==> config.mk <==
export PLATFORM = sky130hd
export DESIGN_NAME = csm_alu
export DESIGN_NICKNAME = d
export VERILOG_FILES = /design/src/csm_pkg.sv /design/src/csm_alu.sv
export SDC_FILE = /design/constraint.sdc
export NUM_CORES = 2
export LEC_CHECK = 0
export ABC_AREA = 1
export BUFFER_PORTS_ARGS = -buffer_cell sky130_fd_sc_hd__buf_2
export CAP_MARGIN = 20
export CORE_MARGIN = 10
export CORE_UTILIZATION = 50
export DETAILED_ROUTE_END_ITERATION = 10
export PLACE_DENSITY = 0.69
export SLEW_MARGIN = 20
export SYNTH_ARGS = -nofsm -noshare
export SYNTH_HDL_FRONTEND = slang
export SYNTH_SLANG_ARGS = --single-unit
==> constraint.sdc <==
create_clock -name clk -period 7.6 [get_ports clk]
set_input_delay 0.38 -clock clk [delete_from_list [all_inputs] [get_ports clk]]
set_output_delay 0.38 -clock clk [all_outputs]
set_load 0.005 [all_outputs]
==> src/csm_pkg.sv <==
`timescale 1ns / 1ps
// Shared types and constants for the CSR sparse matrix engine.
// No dependencies; every other file in src uses it by scoped names.
package csm_pkg;

  localparam int ROWS      = 64;
  localparam int COLS      = 64;
  localparam int NNZ       = 1024;
  localparam int FRAC_BITS = 16;

  localparam int ROW_W  = 6;
  localparam int COL_W  = 6;
  localparam int SLOT_W = 10;
  localparam int PTR_W  = 11;
  localparam int VAL_W  = 32;
  localparam int RC_W   = 7;
  localparam int REQ_W  = 3;
  localparam int STS_W  = 2;

  localparam int PROD_W = 2 * VAL_W;
  localparam int TERM_W = PROD_W - FRAC_BITS;

  localparam logic [RC_W-1:0]  ROW_COUNT_RST = RC_W'(64);
  localparam logic [PTR_W-1:0] NNZ_PTR       = PTR_W'(NNZ);
  localparam logic [VAL_W-1:0] VAL_MAX       = {1'b0, {(VAL_W-1){1'b1}}};
  localparam logic [VAL_W-1:0] VAL_MIN       = {1'b1, {(VAL_W-1){1'b0}}};

  localparam logic KIND_GET = 1'b0;
  localparam logic KIND_MUL = 1'b1;

  typedef enum logic [REQ_W-1:0] {
    REQ_LOAD_X   = 3'd0,
    REQ_LOAD_END = 3'd1,
    REQ_LOAD_COL = 3'd2,
    REQ_SET      = 3'd3,
    REQ_ADD      = 3'd4,
    REQ_GET      = 3'd5,
    REQ_MUL      = 3'd6
  } req_type_t;

  typedef enum logic [STS_W-1:0] {
    STATUS_OK        = 2'd0,
    STATUS_ROW       = 2'd1,
    STATUS_NOT_FOUND = 2'd2,
    STATUS_SAT       = 2'd3
  } status_t;

  typedef enum logic [3:0] {
    ST_IDLE,
    ST_DECODE,
    ST_START,
    ST_END,
    ST_SCAN,
    ST_CHECK,
    ST_MUL,
    ST_ACC,
    ST_RESULT
  } state_t;

  typedef struct packed {
    req_type_t          req_type;
    logic [ROW_W-1:0]   row;
    logic [COL_W-1:0]   col;
    logic [SLOT_W-1:0]  slot;
    logic [PTR_W-1:0]   pointer;
    logic [VAL_W-1:0]   value;
  } req_t;

  typedef struct packed {
    logic [VAL_W-1:0]  value;
    logic [ROW_W-1:0]  row;
    logic              kind;
    status_t           status;
  } res_t;

  typedef struct packed {
    logic               x_we;
    logic               x_re;
    logic [COL_W-1:0]   x_addr;
    logic [VAL_W-1:0]   x_wdata;
    logic               end_we;
    logic               end_re;
    logic [ROW_W-1:0]   end_addr;
    logic [PTR_W-1:0]   end_wdata;
    logic               slot_we;
    logic               slot_re;
    logic               val_we;
    logic [SLOT_W-1:0]  slot_addr;
    logic [COL_W-1:0]   col_wdata;
    logic [VAL_W-1:0]   val_wdata;
  } mem_req_t;

  typedef struct packed {
    logic               busy;
    logic [VAL_W-1:0]   x_rdata;
    logic [PTR_W-1:0]   end_rdata;
    logic               col_valid;
    logic [COL_W-1:0]   col_idx;
    logic [VAL_W-1:0]   val_rdata;
  } mem_rsp_t;

  typedef struct packed {
    logic mul_en;
    logic sel_acc;
  } alu_ctl_t;

endpackage

==> src/csm_alu.sv <==
`timescale 1ns / 1ps
// Shared arithmetic unit: registered Q16.16 multiply and one saturating adder.
// Depends on csm_pkg.
module csm_alu (
  input  logic                       clk,
  input  csm_pkg::alu_ctl_t          ctl,
  input  logic [csm_pkg::VAL_W-1:0]  mul_a,
  input  logic [csm_pkg::VAL_W-1:0]  mul_b,
  input  logic [csm_pkg::VAL_W-1:0]  add_a,
  input  logic [csm_pkg::VAL_W-1:0]  add_b,
  output logic [csm_pkg::VAL_W-1:0]  sum,
  output logic                       sat
);

  logic signed [csm_pkg::PROD_W-1:0]          prod_r;
  logic signed [csm_pkg::PROD_W-1:0]          prod_sh;
  logic [csm_pkg::TERM_W-1:0]                 term_wide;
  logic [csm_pkg::TERM_W-csm_pkg::VAL_W:0]    term_hi;
  logic                                       term_ok;
  logic [csm_pkg::VAL_W-1:0]                  term;
  logic [csm_pkg::VAL_W-1:0]                  opd_b;
  logic [csm_pkg::VAL_W:0]                    sum_w;
  logic                                       ovf;

  always_ff @(posedge clk) begin
    if (ctl.mul_en) begin
      prod_r <= $signed(mul_a) * $signed(mul_b);
    end
  end

  // Drop fraction bits (floor), then clamp the term to 32 bits.
  assign prod_sh   = prod_r >>> csm_pkg::FRAC_BITS;
  assign term_wide = prod_sh[csm_pkg::TERM_W-1:0];
  assign term_hi   = term_wide[csm_pkg::TERM_W-1:csm_pkg::VAL_W-1];
  assign term_ok   = (&term_hi) | ~(|term_hi);

  always_comb begin
    if (term_ok) begin
      term = term_wide[csm_pkg::VAL_W-1:0];
    end else if (term_wide[csm_pkg::TERM_W-1]) begin
      term = csm_pkg::VAL_MIN;
    end else begin
      term = csm_pkg::VAL_MAX;
    end
  end

  assign opd_b = ctl.sel_acc ? term : add_b;
  assign sum_w = {add_a[csm_pkg::VAL_W-1], add_a} + {opd_b[csm_pkg::VAL_W-1], opd_b};
  assign ovf   = sum_w[csm_pkg::VAL_W] ^ sum_w[csm_pkg::VAL_W-1];

  always_comb begin
    if (!ovf) begin
      sum = sum_w[csm_pkg::VAL_W-1:0];
    end else if (sum_w[csm_pkg::VAL_W]) begin
      sum = csm_pkg::VAL_MIN;
    end else begin
      sum = csm_pkg::VAL_MAX;
    end
  end

  assign sat = ovf | (ctl.sel_acc & ~term_ok);

endmodule

# --- Yosys cells after proc, flatten, opt, wreduce, memory -nomap -nowiden ---
# Cells that the tools add are included.
totals:
  register_bits: 64
  input_bits: 131
  word_cells: 16
classes:
  n_addsub: 1
  mul: 1
  n_mux: 5
  bitwise_logic: 6
  n_reduce_logical: 2
ops:
  columns: ["op", "count"]
  rows:
  - ["$mux W32", 5]
  - ["$mul A32 B32 Y64", 1]
  - ["$add A32 B32 Y33", 1]
  - ["$reduce_and A17 Y1", 1]
  - ["$reduce_or A17 Y1", 1]
  - ["$not A1 Y1", 2]
  - ["$or A1 B1 Y1", 2]
  - ["$and A1 B1 Y1", 1]
  - ["$xor A1 B1 Y1", 1]

# --- Depth between registers and ports, before layout ---
depth:
  depth_word: 8
  depth_mapped: 31

# --- Worst setup path before layout ---
# Ideal clock, no wire load.
synth_path:
  path_kind: "in2reg"
  start: "in mul_a[31] (netlist bit)"
  end: "reg prod_r[53] (netlist bit) (data pin)"
  setup_ps: 253
  arrival_ps: 7016
  required_ps: 7347
  setup_slack_ps: 331
  cell_stages: 25
  n_path_buf: 1
  path_cell_list: "clkbuf_1 nand2_1 inv_1 fa_1 fa_1 fa_1 fa_1 inv_1 fa_1 inv_1 fa_1 inv_1 fa_1 inv_1 fa_1 ha_1 nand2_1 nor2_1 inv_1 nor2_1 nand2_1 nor4_1 nand2_1 nand4_1 nand2_1"
synth_between:
  elab_chain_len: 1
synth_lines:
  columns: ["element", "line", "rtl"]
  rows:
  - ["from (decl)", "csm_alu.sv:7", "input logic [csm_pkg::VAL_W-1:0] mul_a,"]
  - ["$mul A32 B32 Y64", "csm_alu.sv:27", "prod_r <= $signed(mul_a) * $signed(mul_b);"]
  - ["to (signal assigned)", "csm_alu.sv:27", null]
  - ["to (decl)", "csm_alu.sv:15", "logic signed [csm_pkg::PROD_W-1:0] prod_r;"]
# Every way passes these cells.
# A chain may end at the register's enable or synchronous reset.

# --- Worst setup path in the final report ---
layout_path:
  start: "in mul_a[31] (netlist bit)"
  end: "reg prod_r[54] (netlist bit) (data pin)"
# The elaborated chain is that of the path after synthesis.

==> results.tsv <==
stage	metric	value	unit
critical_path	CP peak stage delay	570	ps
grt	vias in the first global route	37000	
sta	Slew Viols, Final	0	
cells_and_area	Most flops, register	prod_r	
critical_path	crit path kind	in2reg	
sta	Tmin final	7200	ps
critical_path	WP data arrival	7260	ps
drt	Pre-Repair DR Iteration Count	6	
cells_and_area	largest registers	prod_r (48)	
cells_and_area	fillers	8173	
yosys	#FFs+latches synth	48	
sta	fmax	139	MHz
cts	CTS tree	built	
floorplanning	FP Rows	107	
floorplanning	Starting Density	0.503	
drt	1st-iter DRT viols	2218	
placement	RePlAce Congestion	0.941	
sta	hold_ws	762	ps
sta	slew margin rel.	0.322	
cts	Gates resized, CTS repair	0	
grt	initial antenna violation count	3	
drt	number of vias per cell	4.97	
floorplanning	die area	97600	um^2
cells_and_area	nets@finish	7158	
critical_path	Critical Path RT	7660	ps
placement	Port Buf Inserts	163	
cts	Setup Buffers After CTS	0	
job	Max Cap Violations	0	
cts	clk buf depth	2	
yosys	register area share after synthesis	0.0337	
floorplanning	Core Area	85000	um^2
drt	drt wl/cell	17.4	um
sta	Final period util	0.947	
floorplanning	die height	312	um
cells_and_area	Layout area overhead	6.41	%
placement	Detail Placement HPWL	107000	um
cts	Worst-path clk slew	70	ps
yosys	Yosys top cell area share	0.507	
sta	Worst-Margin Slew	1020	ps
cts	CTS Sinks	48	
critical_path	Crit. End Element	register	
critical_path	Startpoint Class	input port	
cells_and_area	area of the multi-input gates	33900	um^2
yosys	Unique masters post-synth	33	
yosys	Post-Syn Instances	5634	
cts	TritonCTS Buffers	5	
floorplanning	die width	312	um
sta	RSZ-0062 raised after global routing	false	
cells_and_area	max reg flops	48	
grt	GRT Overall Usage	0.252	
worst_hold_path	hold crit path type	in2reg	
cells_and_area	sequential cell area	1440	um^2
yosys	Mapped Avg Cell Area	7.58	um^2
drt	drt total wl	119000	um
drt	DRC	0	
status	outcome	complete, no violations	
sta	final setup vio count	0	
floorplanning	Ports	164	
cells_and_area	commonest cells after routing, fill and taps aside	inv_1, nand2_1, fa_1, ha_1, nor2_1	
sta	Hold Fails Final Rpt	0	
critical_path	Max stage delay cell, worst path	fa_1	
cts	# hold bufs at CTS	0	
grt	largest net degree at the start of global routing	49	
yosys	syn_nets	7059	
drt	ANT nets after route	0	
drt	via count	34200	
grt	first-pass GRT wire length	197000	um
yosys	Synth Warn #	0	
cts	clock root buffer	clkbuf_16	
sta	Sum Neg Setup Slack	0	ps
yosys	Post-Syn Area	42700	um^2
cells_and_area	commonest non-fill, non-tap cell in the layout	inv_1	
cells_and_area	layout cell share with drive strength beyond 1	0.0570	
grt	total congestion overflow	0	
yosys	cell accounting for the most synthesized area	fa_1	
cts	H-Tree Depth	2	
yosys	top cells by area, synth	fa_1, inv_1, nand2_1	
critical_path	crit-path max FO	15	
## final cells by class
cell class                      count  area share
Multi-Input combinational cell   3623       0.746
Timing Repair Buffer              299      0.0432
Antenna cell                        2    0.000110
Clock buffer                        7     0.00292
Tap cell                         1144      0.0315
Clock inverter                      1   0.0000826
Sequential cell                    48      0.0317
Inverter                         1756       0.145
## per-stage QoR
step | cell area (um^2) | instances | setup slack [ps] | util
3_5_place_dp | 45300 | 6870 | 102 | 0.533
6_report | 45500 | 6880 | 399 | 0.535
5_1_grt | 45500 | 6880 | 11.6 | 0.535
2_1_floorplan | 42700 | 5634 | 331 | -
4_1_cts | 45500 | 6878 | 422 | 0.535
3_3_place_gp | 45300 | 6870 | 120 | 0.533
## layer usage
metal | part of all wire | track usage | vias to the layer above
met5 | 0 | 0 | -
met4 | 0.032 | 0.0722 | 0
met3 | 0.056 | 0.0218 | 232
met2 | 0.49 | 0.441 | 1121
met1 | 0.42 | 0.332 | 17000
li1 | - | - | 15800
## cells by family (layout without fill, tap and decap cells)
family | after synthesis | count (layout) | synth area share
AND/OR/NAND/NOR | 2075 | 2075 | 0.189
buffers and inverters | 1963 | 2063 | 0.173
AO/OA/AOI/OAI | 207 | 207 | 0.0257
other | 0 | 2 | 0
adder cells (fa/ha/maj) | 1294 | 1294 | 0.569
XOR/XNOR | 47 | 47 | 0.00963
flip-flops | 48 | 48 | 0.0337
## Yosys cell counts
cell / number
a21boi_0: 1
a21o_1: 1
a21oi_1: 108
a21oi_2: 2
a31oi_1: 1
and2_0: 1
and3_1: 2
buf_1: 2
buf_2: 3
buf_6: 3
clkbuf_1: 199
edfxtp_1: 48
fa_1: 1082
ha_1: 212
inv_1: 1755
inv_2: 1
nand2_1: 1729
nand2_2: 5
nand2b_1: 1
nand3_1: 88
nand3b_1: 2
nand4_1: 28
nor2_1: 185
nor2_2: 4
nor3_1: 13
nor4_1: 7
o21a_1: 4
o21ai_0: 73
o21ai_1: 1
o21bai_1: 16
or2_2: 10
xnor2_1: 9
xor2_1: 38
## final timing paths
check                        end  depth (start not counted)  startpoint  slack, ps
worst min-delay path  prod_r[19]                          2      ctl[1]        760
worst max-delay path  prod_r[54]                         28   mul_a[31]        400
## worst max-delay path, delay by kind of cell
family        cells  cell delay [ps]
buf+inv          10             1220
fa+ha+maj         9             4380
simple gates      9             1260
Power is left out: the tool's default activity adds up to more than one toggle a clock period on the data nets, which glitch-free logic cannot reach.
