`config.mk`:
```
export PLATFORM = sky130hd
export DESIGN_NAME = csm_ctrl
export DESIGN_NICKNAME = d
export VERILOG_FILES = /design/src/csm_pkg.sv /design/src/csm_ctrl.sv
export SDC_FILE = /design/constraint.sdc
export NUM_CORES = 1
export LEC_CHECK = 0
export ABC_AREA = 1
export ABC_CLOCK_PERIOD_IN_PS = 7350
export BUFFER_PORTS_ARGS = -buffer_cell sky130_fd_sc_hd__clkbuf_2
export CAP_MARGIN = 5
export CORE_AREA = 2 2 188 190
export DETAILED_ROUTE_END_ITERATION = 8
export DIE_AREA = 0 0 190 192
export GPL_TIMING_DRIVEN = 0
export PLACE_DENSITY = 0.48
export RECOVER_POWER = 100
export SLEW_MARGIN = 15
export SYNTH_ARGS = -nofsm -noshare
export SYNTH_HDL_FRONTEND = slang
export SYNTH_SLANG_ARGS = --single-unit
```
`constraint.sdc`:
```
create_clock -name clk -period 7.35 [get_ports clk]
set_clock_uncertainty 0.15 [all_clocks]
set_input_delay 0.3675 -clock clk [delete_from_list [all_inputs] [get_ports clk]]
set_output_delay 0.3675 -clock clk [all_outputs]
set_load 0.005 [all_outputs]
```
`src/csm_pkg.sv`:
```
`timescale 1ns / 1ps
// Shared types and constants for the CSR sparse matrix engine.
// No dependencies; every other file in src uses it by scoped names.
package csm_pkg;

  localparam int ROWS      = 64;
  localparam int COLS      = 64;
  localparam int NNZ       = 1024;
  localparam int FRAC_BITS = 16;

  localparam int ROW_W  = 6;
  localparam int COL_W  = 6;
  localparam int SLOT_W = 10;
  localparam int PTR_W  = 11;
  localparam int VAL_W  = 32;
  localparam int RC_W   = 7;
  localparam int REQ_W  = 3;
  localparam int STS_W  = 2;

  localparam int PROD_W = 2 * VAL_W;
  localparam int TERM_W = PROD_W - FRAC_BITS;

  localparam logic [RC_W-1:0]  ROW_COUNT_RST = RC_W'(64);
  localparam logic [PTR_W-1:0] NNZ_PTR       = PTR_W'(NNZ);
  localparam logic [VAL_W-1:0] VAL_MAX       = {1'b0, {(VAL_W-1){1'b1}}};
  localparam logic [VAL_W-1:0] VAL_MIN       = {1'b1, {(VAL_W-1){1'b0}}};

  localparam logic KIND_GET = 1'b0;
  localparam logic KIND_MUL = 1'b1;

  typedef enum logic [REQ_W-1:0] {
    REQ_LOAD_X   = 3'd0,
    REQ_LOAD_END = 3'd1,
    REQ_LOAD_COL = 3'd2,
    REQ_SET      = 3'd3,
    REQ_ADD      = 3'd4,
    REQ_GET      = 3'd5,
    REQ_MUL      = 3'd6
  } req_type_t;

  typedef enum logic [STS_W-1:0] {
    STATUS_OK        = 2'd0,
    STATUS_ROW       = 2'd1,
    STATUS_NOT_FOUND = 2'd2,
    STATUS_SAT       = 2'd3
  } status_t;

  typedef enum logic [3:0] {
    ST_IDLE,
    ST_DECODE,
    ST_START,
    ST_END,
    ST_SCAN,
    ST_CHECK,
    ST_MUL,
    ST_ACC,
    ST_RESULT
  } state_t;

  typedef struct packed {
    req_type_t          req_type;
    logic [ROW_W-1:0]   row;
    logic [COL_W-1:0]   col;
    logic [SLOT_W-1:0]  slot;
    logic [PTR_W-1:0]   pointer;
    logic [VAL_W-1:0]   value;
  } req_t;

  typedef struct packed {
    logic [VAL_W-1:0]  value;
    logic [ROW_W-1:0]  row;
    logic              kind;
    status_t           status;
  } res_t;

  typedef struct packed {
    logic               x_we;
    logic               x_re;
    logic [COL_W-1:0]   x_addr;
    logic [VAL_W-1:0]   x_wdata;
    logic               end_we;
    logic               end_re;
    logic [ROW_W-1:0]   end_addr;
    logic [PTR_W-1:0]   end_wdata;
    logic               slot_we;
    logic               slot_re;
    logic               val_we;
    logic [SLOT_W-1:0]  slot_addr;
    logic [COL_W-1:0]   col_wdata;
    logic [VAL_W-1:0]   val_wdata;
  } mem_req_t;

  typedef struct packed {
    logic               busy;
    logic [VAL_W-1:0]   x_rdata;
    logic [PTR_W-1:0]   end_rdata;
    logic               col_valid;
    logic [COL_W-1:0]   col_idx;
    logic [VAL_W-1:0]   val_rdata;
  } mem_rsp_t;

  typedef struct packed {
    logic mul_en;
    logic sel_acc;
  } alu_ctl_t;

endpackage

```
`src/csm_ctrl.sv`:
```
`timescale 1ns / 1ps
// Request sequencer: decodes an item, walks the row's slots one at a time.
// Depends on csm_pkg; drives csm_store and csm_alu.
module csm_ctrl (
  input  logic                       clk,
  input  logic                       rst_n,
  input  logic                       in_valid,
  output logic                       in_ready,
  input  csm_pkg::req_t              in_req,
  input  logic [csm_pkg::RC_W-1:0]   row_count,
  input  csm_pkg::mem_rsp_t          rsp,
  output csm_pkg::mem_req_t          mreq,
  output csm_pkg::alu_ctl_t          actl,
  output logic [csm_pkg::VAL_W-1:0]  mul_a,
  output logic [csm_pkg::VAL_W-1:0]  mul_b,
  output logic [csm_pkg::VAL_W-1:0]  add_a,
  output logic [csm_pkg::VAL_W-1:0]  add_b,
  input  logic [csm_pkg::VAL_W-1:0]  alu_sum,
  input  logic                       alu_sat,
  output logic                       res_valid,
  input  logic                       res_ready,
  output csm_pkg::res_t              res
);

  csm_pkg::state_t            state_r;
  csm_pkg::state_t            state_nxt;
  csm_pkg::req_t              req_r;
  csm_pkg::res_t              res_r;
  logic [csm_pkg::PTR_W-1:0]  k_r;
  logic [csm_pkg::PTR_W-1:0]  end_r;
  logic [csm_pkg::VAL_W-1:0]  acc_r;
  logic                       found_r;
  logic                       sat_r;

  logic row_ok;
  logic more;
  logic match;
  logic is_get;
  logic is_mul;

  assign row_ok = ({1'b0, req_r.row} < row_count);
  assign more   = (k_r < end_r);
  assign match  = rsp.col_valid && (rsp.col_idx == req_r.col);
  assign is_get = (req_r.req_type == csm_pkg::REQ_GET);
  assign is_mul = (req_r.req_type == csm_pkg::REQ_MUL);

  always_ff @(posedge clk) begin
    if (!rst_n) begin
      state_r <= csm_pkg::ST_IDLE;
    end else begin
      state_r <= state_nxt;
    end
  end

  always_comb begin
    state_nxt = state_r;
    unique case (state_r)
      csm_pkg::ST_IDLE: begin
        if (in_valid && in_ready) begin
          state_nxt = csm_pkg::ST_DECODE;
        end
      end
      csm_pkg::ST_DECODE: begin
        unique case (req_r.req_type)
          csm_pkg::REQ_SET,
          csm_pkg::REQ_ADD: state_nxt = row_ok ? csm_pkg::ST_START : csm_pkg::ST_IDLE;
          csm_pkg::REQ_GET,
          csm_pkg::REQ_MUL: state_nxt = row_ok ? csm_pkg::ST_START : csm_pkg::ST_RESULT;
          default:          state_nxt = csm_pkg::ST_IDLE;
        endcase
      end
      csm_pkg::ST_START: state_nxt = csm_pkg::ST_END;
      csm_pkg::ST_END:   state_nxt = csm_pkg::ST_SCAN;
      csm_pkg::ST_SCAN: begin
        if (more) begin
          state_nxt = csm_pkg::ST_CHECK;
        end else if (is_get || is_mul) begin
          state_nxt = csm_pkg::ST_RESULT;
        end else begin
          state_nxt = csm_pkg::ST_IDLE;
        end
      end
      csm_pkg::ST_CHECK: begin
        state_nxt = (is_mul && rsp.col_valid) ? csm_pkg::ST_MUL : csm_pkg::ST_SCAN;
      end
      csm_pkg::ST_MUL: state_nxt = csm_pkg::ST_ACC;
      csm_pkg::ST_ACC: state_nxt = csm_pkg::ST_SCAN;
      csm_pkg::ST_RESULT: begin
        if (res_ready) begin
          state_nxt = csm_pkg::ST_IDLE;
        end
      end
      default: state_nxt = csm_pkg::ST_IDLE;
    endcase
  end

  always_comb begin
    mreq      = '0;
    actl      = '0;
    mul_a     = rsp.val_rdata;
    mul_b     = rsp.x_rdata;
    add_a     = acc_r;
    add_b     = req_r.value;
    in_ready  = 1'b0;
    res_valid = 1'b0;
    unique case (state_r)
      csm_pkg::ST_IDLE: in_ready = !rsp.busy;
      csm_pkg::ST_DECODE: begin
        unique case (req_r.req_type)
          csm_pkg::REQ_LOAD_X: begin
            mreq.x_we    = 1'b1;
            mreq.x_addr  = req_r.col;
            mreq.x_wdata = req_r.value;
          end
          csm_pkg::REQ_LOAD_END: begin
            mreq.end_we    = row_ok;
            mreq.end_addr  = req_r.row;
            mreq.end_wdata = (req_r.pointer > csm_pkg::NNZ_PTR) ? csm_pkg::NNZ_PTR
                                                                 : req_r.pointer;
          end
          csm_pkg::REQ_LOAD_COL: begin
            mreq.slot_we   = 1'b1;
            mreq.val_we    = 1'b1;
            mreq.slot_addr = req_r.slot;
            mreq.col_wdata = req_r.col;
            mreq.val_wdata = '0;
          end
          csm_pkg::REQ_SET,
          csm_pkg::REQ_ADD,
          csm_pkg::REQ_GET,
          csm_pkg::REQ_MUL: begin
            // fetch the previous row's end as this row's start
            mreq.end_re   = row_ok;
            mreq.end_addr = req_r.row - csm_pkg::ROW_W'(1);
          end
          default: ;
        endcase
      end
      csm_pkg::ST_START: begin
        mreq.end_re   = 1'b1;
        mreq.end_addr = req_r.row;
      end
      csm_pkg::ST_SCAN: begin
        mreq.slot_re   = more;
        mreq.slot_addr = k_r[csm_pkg::SLOT_W-1:0];
      end
      csm_pkg::ST_CHECK: begin
        mreq.slot_addr = k_r[csm_pkg::SLOT_W-1:0];
        add_a          = rsp.val_rdata;
        if (req_r.req_type == csm_pkg::REQ_SET) begin
          mreq.val_we    = match;
          mreq.val_wdata = req_r.value;
        end else if (req_r.req_type == csm_pkg::REQ_ADD) begin
          mreq.val_we    = match;
          mreq.val_wdata = alu_sum;
        end else if (is_mul) begin
          mreq.x_re   = rsp.col_valid;
          mreq.x_addr = rsp.col_idx;
        end
      end
      csm_pkg::ST_MUL: actl.mul_en = 1'b1;
      csm_pkg::ST_ACC: actl.sel_acc = 1'b1;
      csm_pkg::ST_RESULT: res_valid = 1'b1;
      default: ;
    endcase
  end

  always_ff @(posedge clk) begin
    unique case (state_r)
      csm_pkg::ST_IDLE: begin
        if (in_valid && in_ready) begin
          req_r <= in_req;
        end
      end
      csm_pkg::ST_DECODE: begin
        acc_r        <= '0;
        found_r      <= 1'b0;
        sat_r        <= 1'b0;
        res_r.value  <= '0;
        res_r.row    <= req_r.row;
        res_r.kind   <= is_mul ? csm_pkg::KIND_MUL : csm_pkg::KIND_GET;
        res_r.status <= csm_pkg::STATUS_ROW;
      end
      csm_pkg::ST_START: k_r <= (req_r.row == '0) ? '0 : rsp.end_rdata;
      csm_pkg::ST_END:   end_r <= rsp.end_rdata;
      csm_pkg::ST_SCAN: begin
        if (!more) begin
          res_r.value <= acc_r;
          if (is_get) begin
            res_r.status <= found_r ? csm_pkg::STATUS_OK : csm_pkg::STATUS_NOT_FOUND;
          end else begin
            res_r.status <= sat_r ? csm_pkg::STATUS_SAT : csm_pkg::STATUS_OK;
          end
        end
      end
      csm_pkg::ST_CHECK: begin
        if (!(is_mul && rsp.col_valid)) begin
          k_r <= k_r + csm_pkg::PTR_W'(1);
        end
        if (is_get && match) begin
          acc_r   <= rsp.val_rdata;   // keep the last match
          found_r <= 1'b1;
        end
      end
      csm_pkg::ST_ACC: begin
        acc_r <= alu_sum;
        sat_r <= sat_r | alu_sat;
        k_r   <= k_r + csm_pkg::PTR_W'(1);
      end
      default: ;
    endcase
  end

  assign res = res_r;

endmodule

```
# Yosys cells after proc, flatten, opt, wreduce, memory -nomap -nowiden
# Cells that the tools add are included.
classes:
  add_sub_neg: 2
  order_cmp: 3
  eq_ne: 20
  muxes: 57
  bitwise_logic: 1
  n_reduce_logical: 25
op_table:
  columns: ["operator", "count"]
  rows:
  - ["two-way mux 32 bit", 5]
  - ["case mux 32 bit (2 select lines)", 2]
  - ["case mux 32 bit (3 select lines)", 1]
  - ["two-way mux 49 bit", 1]
  - ["two-way mux 11 bit", 4]
  - ["two-way mux 38 bit", 1]
  - ["two-way mux 33 bit", 1]
  - ["case mux 11 bit (3 select lines)", 1]
  - ["case mux 4 bit (8 select lines)", 1]
  - ["case mux 6 bit (2 select lines)", 2]
  - ["two-way mux 7 bit", 3]
  - ["two-way mux 4 bit", 5]
  - ["case mux 10 bit (2 select lines)", 1]
  - ["equality test 4 x 3 -> 1 bit, second input constant", 4]
  - ["two-way mux 1 bit", 15]
  - ["case mux 7 bit (2 select lines)", 1]
  - ["two-way mux 12 bit", 1]
  - ["two-way mux 2 bit", 6]
  - ["AND reduction 2 bit", 6]
  - ["adder 11 x 1 -> 11 bit, second input constant", 1]
  - ["greater-than comparator 11 bit, second input constant", 1]
  - ["< comparator 11 bit", 1]
  - ["!= test 2 bit, second input constant", 5]
  - ["equality test 3 bit, second input constant", 3]
  - ["23 further kinds", 36]
word_totals:
  register_bits: 169
  inputBits: 195
  output_inout_bits: 283
  wordCells: 124

# Depth between registers and ports, before layout
logic_depth:
  word_depth: 5
  ltp_mapped: 12

# Worst setup path after synthesis
# No wires, ideal clock.
synth_path:
  path_kind: "reg2reg"
  from: "register state_r[2]"
  to: "register req_r (netlist bit add_b[0]), enable pin"
  setup_ns: 0.578
  arrival_time_ns: 5.398
  slack_ns: 1.223
  stages_incl_launch_ff: 6
  path_buffers: 0
  synth_period_minus_slack_ns: 6.127
  path_cell_list: "dfxtp_1 > nor2_1 > inv_1 > nor2_1 > inv_1 > nor3_1"
synth_via:
  elab_chain_cells: 4
synth_rtl:
  columns: ["element", "line", "rtl"]
  rows:
  - ["from (decl)", "csm_ctrl.sv:25", "csm_pkg::state_t state_r;"]
  - ["from (signal assigned)", "csm_ctrl.sv:49", "state_r <= csm_pkg::ST_IDLE;"]
  - ["from (signal assigned)", "csm_ctrl.sv:51", "state_r <= state_nxt;"]
  - ["zero test 4 bit (*)", "csm_ctrl.sv:106, csm_ctrl.sv:169", null]
  - ["two-way mux 1 bit", "csm_ctrl.sv:106", "unique case (state_r)"]
  - ["logical AND 1 bit", "csm_ctrl.sv:171", "if (in_valid && in_ready) begin"]
  - ["AND reduction 2 bit (no line) (*)", null, null]
  - ["to (signal assigned)", "csm_ctrl.sv:172", "req_r <= in_req;"]
  - ["to (decl)", "csm_ctrl.sv:27", "csm_pkg::req_t req_r;"]
# Every way passes the cells marked *; elsewhere a longest branch is shown, timed or not.
# A chain may end at the register's enable or synchronous reset.

# Worst setup path in the final report
layout_path:
  from: "register state_r[0]"
  to: "register req_r (netlist bit add_b[29]), enable pin"
# The elaborated chain is that of the path after synthesis.

==> flow_summary_export.csv <==
group,metric,value,unit
job,max_cap_viol_count,1,
final_layout,syn2layout_area_growth,43.0,%
final_layout,instances_no_fill,2008,
die,fp.dieArea,36500,µm²
die,rows,68,
yosys,synth_area_per_cell,9.28,µm²
yosys,yosysTopAreaCell,"edfxtp_1",
setup_path,critPathMaxFanout,10,
clocking,cts_tree,"built",
yosys,synth_warnings,0,
sta,grt_setup_unrepaired,"false",
routing,drtIter0Drc,462,
placement,numPortBuffers,445,
placement,place.gp.congestion,0.860,
routing,drt-total-wl,35500,µm
pwr,clock_power_share,0.395,
yosys,synth_cells,986,
sta,period_minus_slack,4.58,ns
pwr,p_leak,6.02,nW
clocking,root_buffer,"clkbuf_16",
setup_path,rrSetupSlack,2.77,ns
sta,setup_viol,0,
sta,final_max_slew_viol_count,27,
die,io_pins,478,
clocking,cts.sinks,169,
placement,place_inst,1897,
final_layout,drive_gt1_frac,0.258,
pwr,p_sw,0.640,mW
clocking,clk_latency,0.45,ns
setup_path,critPathSlowestCell,"clkbuf_1",
yosys,synth_common_cells,"185 x inv_1, 165 x edfxtp_1, 138 x nor2_1",
routing,route.detailed.drc,0,
routing,vias,8710,
setup_path,crit_arrival,4.52,ns
pwr,power.density,192,nW/µm²
pwr,ir_drop,151,µV
yosys,syn-num-nets,1199,
die,die_y,192,µm
setup_path,critical_path.max_stage_delay,0.52,ns
setup_path,path_cells,"inv_1, nand2_1, nor2_1, inv_1, nor3_1, clkbuf_1, clkbuf_1, clkbuf_1, clkbuf_1, clkbuf_1, clkbuf_1",
sta,fin_hold_ws,0.0977,ns
global_route,grt_overflow_total,0,
sta,fmax,219,MHz
clocking,post_cts_resized,0,
global_route,antenna_found_initial,0,
yosys,yosysSeqAreaShare,0.550,
run_status,status,"complete, but fails checks",
yosys,synth-edff-count,165,
sta,worstMarginPinSlew,1.70,ns
routing,dr.pass1.iters,5,
die,core-area,34300,µm²
setup_path,crit_type,"reg2reg",
final_layout,insertedDiodeCount,0,
worst_hold_path,min_path_type,"in2reg",
run_status,violations,"max-capacitance violations, max-slew violations",
placement,dpl.hpwl,28400,µm
placement,dp_slack,4.42,ns
global_route,grt_pass1_wl,50900,µm
pwr,p_int,1.87,mW
yosys,yosysUniqueCellTypes,36,
setup_path,critPathRequiredTime,7.29,ns
yosys,syn-cell-area,9150,µm²
sta,post-route-period-util,0.623,
sta,finalHoldViolations,0,
die,initial_core_util,0.267,
setup_path,cpMostUsedCell,"clkbuf_1",
pwr,comb_power_share,0.140,
sta,worst_slack,2.77,ns
pwr,p_sw_frac,0.255,
final_layout,final_nets,1753,
setup_path,cp-end-kind,"flip-flop",
die,die_width,190,µm
global_route,gr-usage-all-layers,0.189,
global_route,first_global_vias,8564,
yosys,synth-seq-cells,169,
global_route,grt_max_degree,27,
yosys,synth_area_leaders,"edfxtp_1 54%, buf_4 8.0%, inv_1 7.6%",
clocking,h-tree-depth,4,
sta,max_slew_margin,-0.133,
yosys,synth_top_area_frac,0.541,
pwr,sequentialPowerShare,0.466,
clocking,clkTransAtPathRegs,0.07,ns
routing,drtAntennaViolNets,0,
clocking,cts_buffer_depth,2,
setup_path,startpoint_type,"flip-flop",
yosys,dominantRegCellSynth,"edfxtp_1",
routing,wire_per_inst,17.7,µm
yosys,async_flop_share,0,
yosys,yosysMostFrequentCell,"inv_1",
routing,via_per_inst,4.34,
clocking,numCtsBuffers,17,
==> worst max-delay path, delay by kind of cell, from the launching register on <==
kind | cells | cell delay [ns]
buffers and inverters | 8 | 2.93
and+or+nand+nor | 3 | 0.79
DFF | 1 | 0.33
==> worst paths after layout <==
check,from,to,cells past startpoint
max,state_r[0],add_b[29],11
min,alu_sat,sat_r,3
max reg2reg,state_r[0],add_b[29],11
min reg2reg,req_r[60],res[4],0
==> power groups by stage <==
stage | clock [mW] | sequential (mW) | combinational (mW)
CTS | 1.02 | 1.17 | 0.390
global placement | 0 | 1.20 | 0.336
global route | 1.05 | 1.18 | 0.390
detailed placement | 0 | 1.19 | 0.354
floorplan | 0 | 1.18 | 0.158
finish | 0.991 | 1.17 | 0.351
==> cell families (layout without fill, tap and decap cells) <==
logic type / count (synthesis) / after routing / share of synthesized area
AND/OR/NAND/NOR: 327 / 327 / 0.150
adder cells (fa/ha/maj): 18 / 18 / 0.0246
AO/OA/AOI/OAI: 151 / 151 / 0.0969
XOR/XNOR: 3 / 3 / 0.00287
flip-flops: 169 / 169 / 0.550
buffers and inverters: 318 / 885 / 0.175
==> routing by layer <==
metal  vias to the layer above  share of wire  GRT usage
li1                       4231              -          -
met3                        24          0.058     0.0347
met2                       350           0.50      0.330
met1                      4105           0.42      0.240
met4                         0          0.014     0.0531
met5                         -              0          0
==> cell type report <==
type / instances / area, µm²
fill: 3626 / 21200
inverter: 192 / 723
clock buffer: 18 / 439
timing repair buffer: 535 / 2820
sequential: 169 / 5030
tap: 455 / 569
multi-input combinational: 499 / 2460
clock inverter: 14 / 193
buffer: 126 / 841
==> placed cells by master, fill, tap and decap left out, drive strengths merged, types with 21 or more instances in the layout <==
master / netlist / final
o21ai: 78 / 78
nand3: 31 / 31
o22ai: 21 / 21
buf: 115 / 54
dlygate4sd3: 0 / 79
edfxtp: 165 / 165
inv: 192 / 192
nor2: 154 / 154
a211oi: 32 / 32
clkbuf: 11 / 546
nand2: 126 / 126
==> repair_timing <==
item / 4_1_cts / 5_1_grt
setup buffers: 0 / 0
endpoints found under the hold margin: 79 / 0
hold buffers: 79 / 0
==> sequential cells by signal, summed over array words and instances (netlist names) <==
register,count
res,41
req_r,36
acc_r,32
add_b,32
end_r,11
k_r,11
state_r,4
found_r,1
sat_r,1
==> through the flow <==
stage / utilization / cell area, µm² / TNS (ns) / total power [mW]
floorplan: - / 9150 / 0 / 1.34
global placement: 0.348 / 11900 / -165.04 / 1.53
detailed placement: 0.352 / 12100 / 0 / 1.54
CTS: 0.394 / 13500 / 0 / 2.57
global route: 0.382 / 13100 / 0 / 2.62
finish: 0.382 / 13100 / 0 / 2.51
Note: power is estimated with default switching activity, not from simulation.
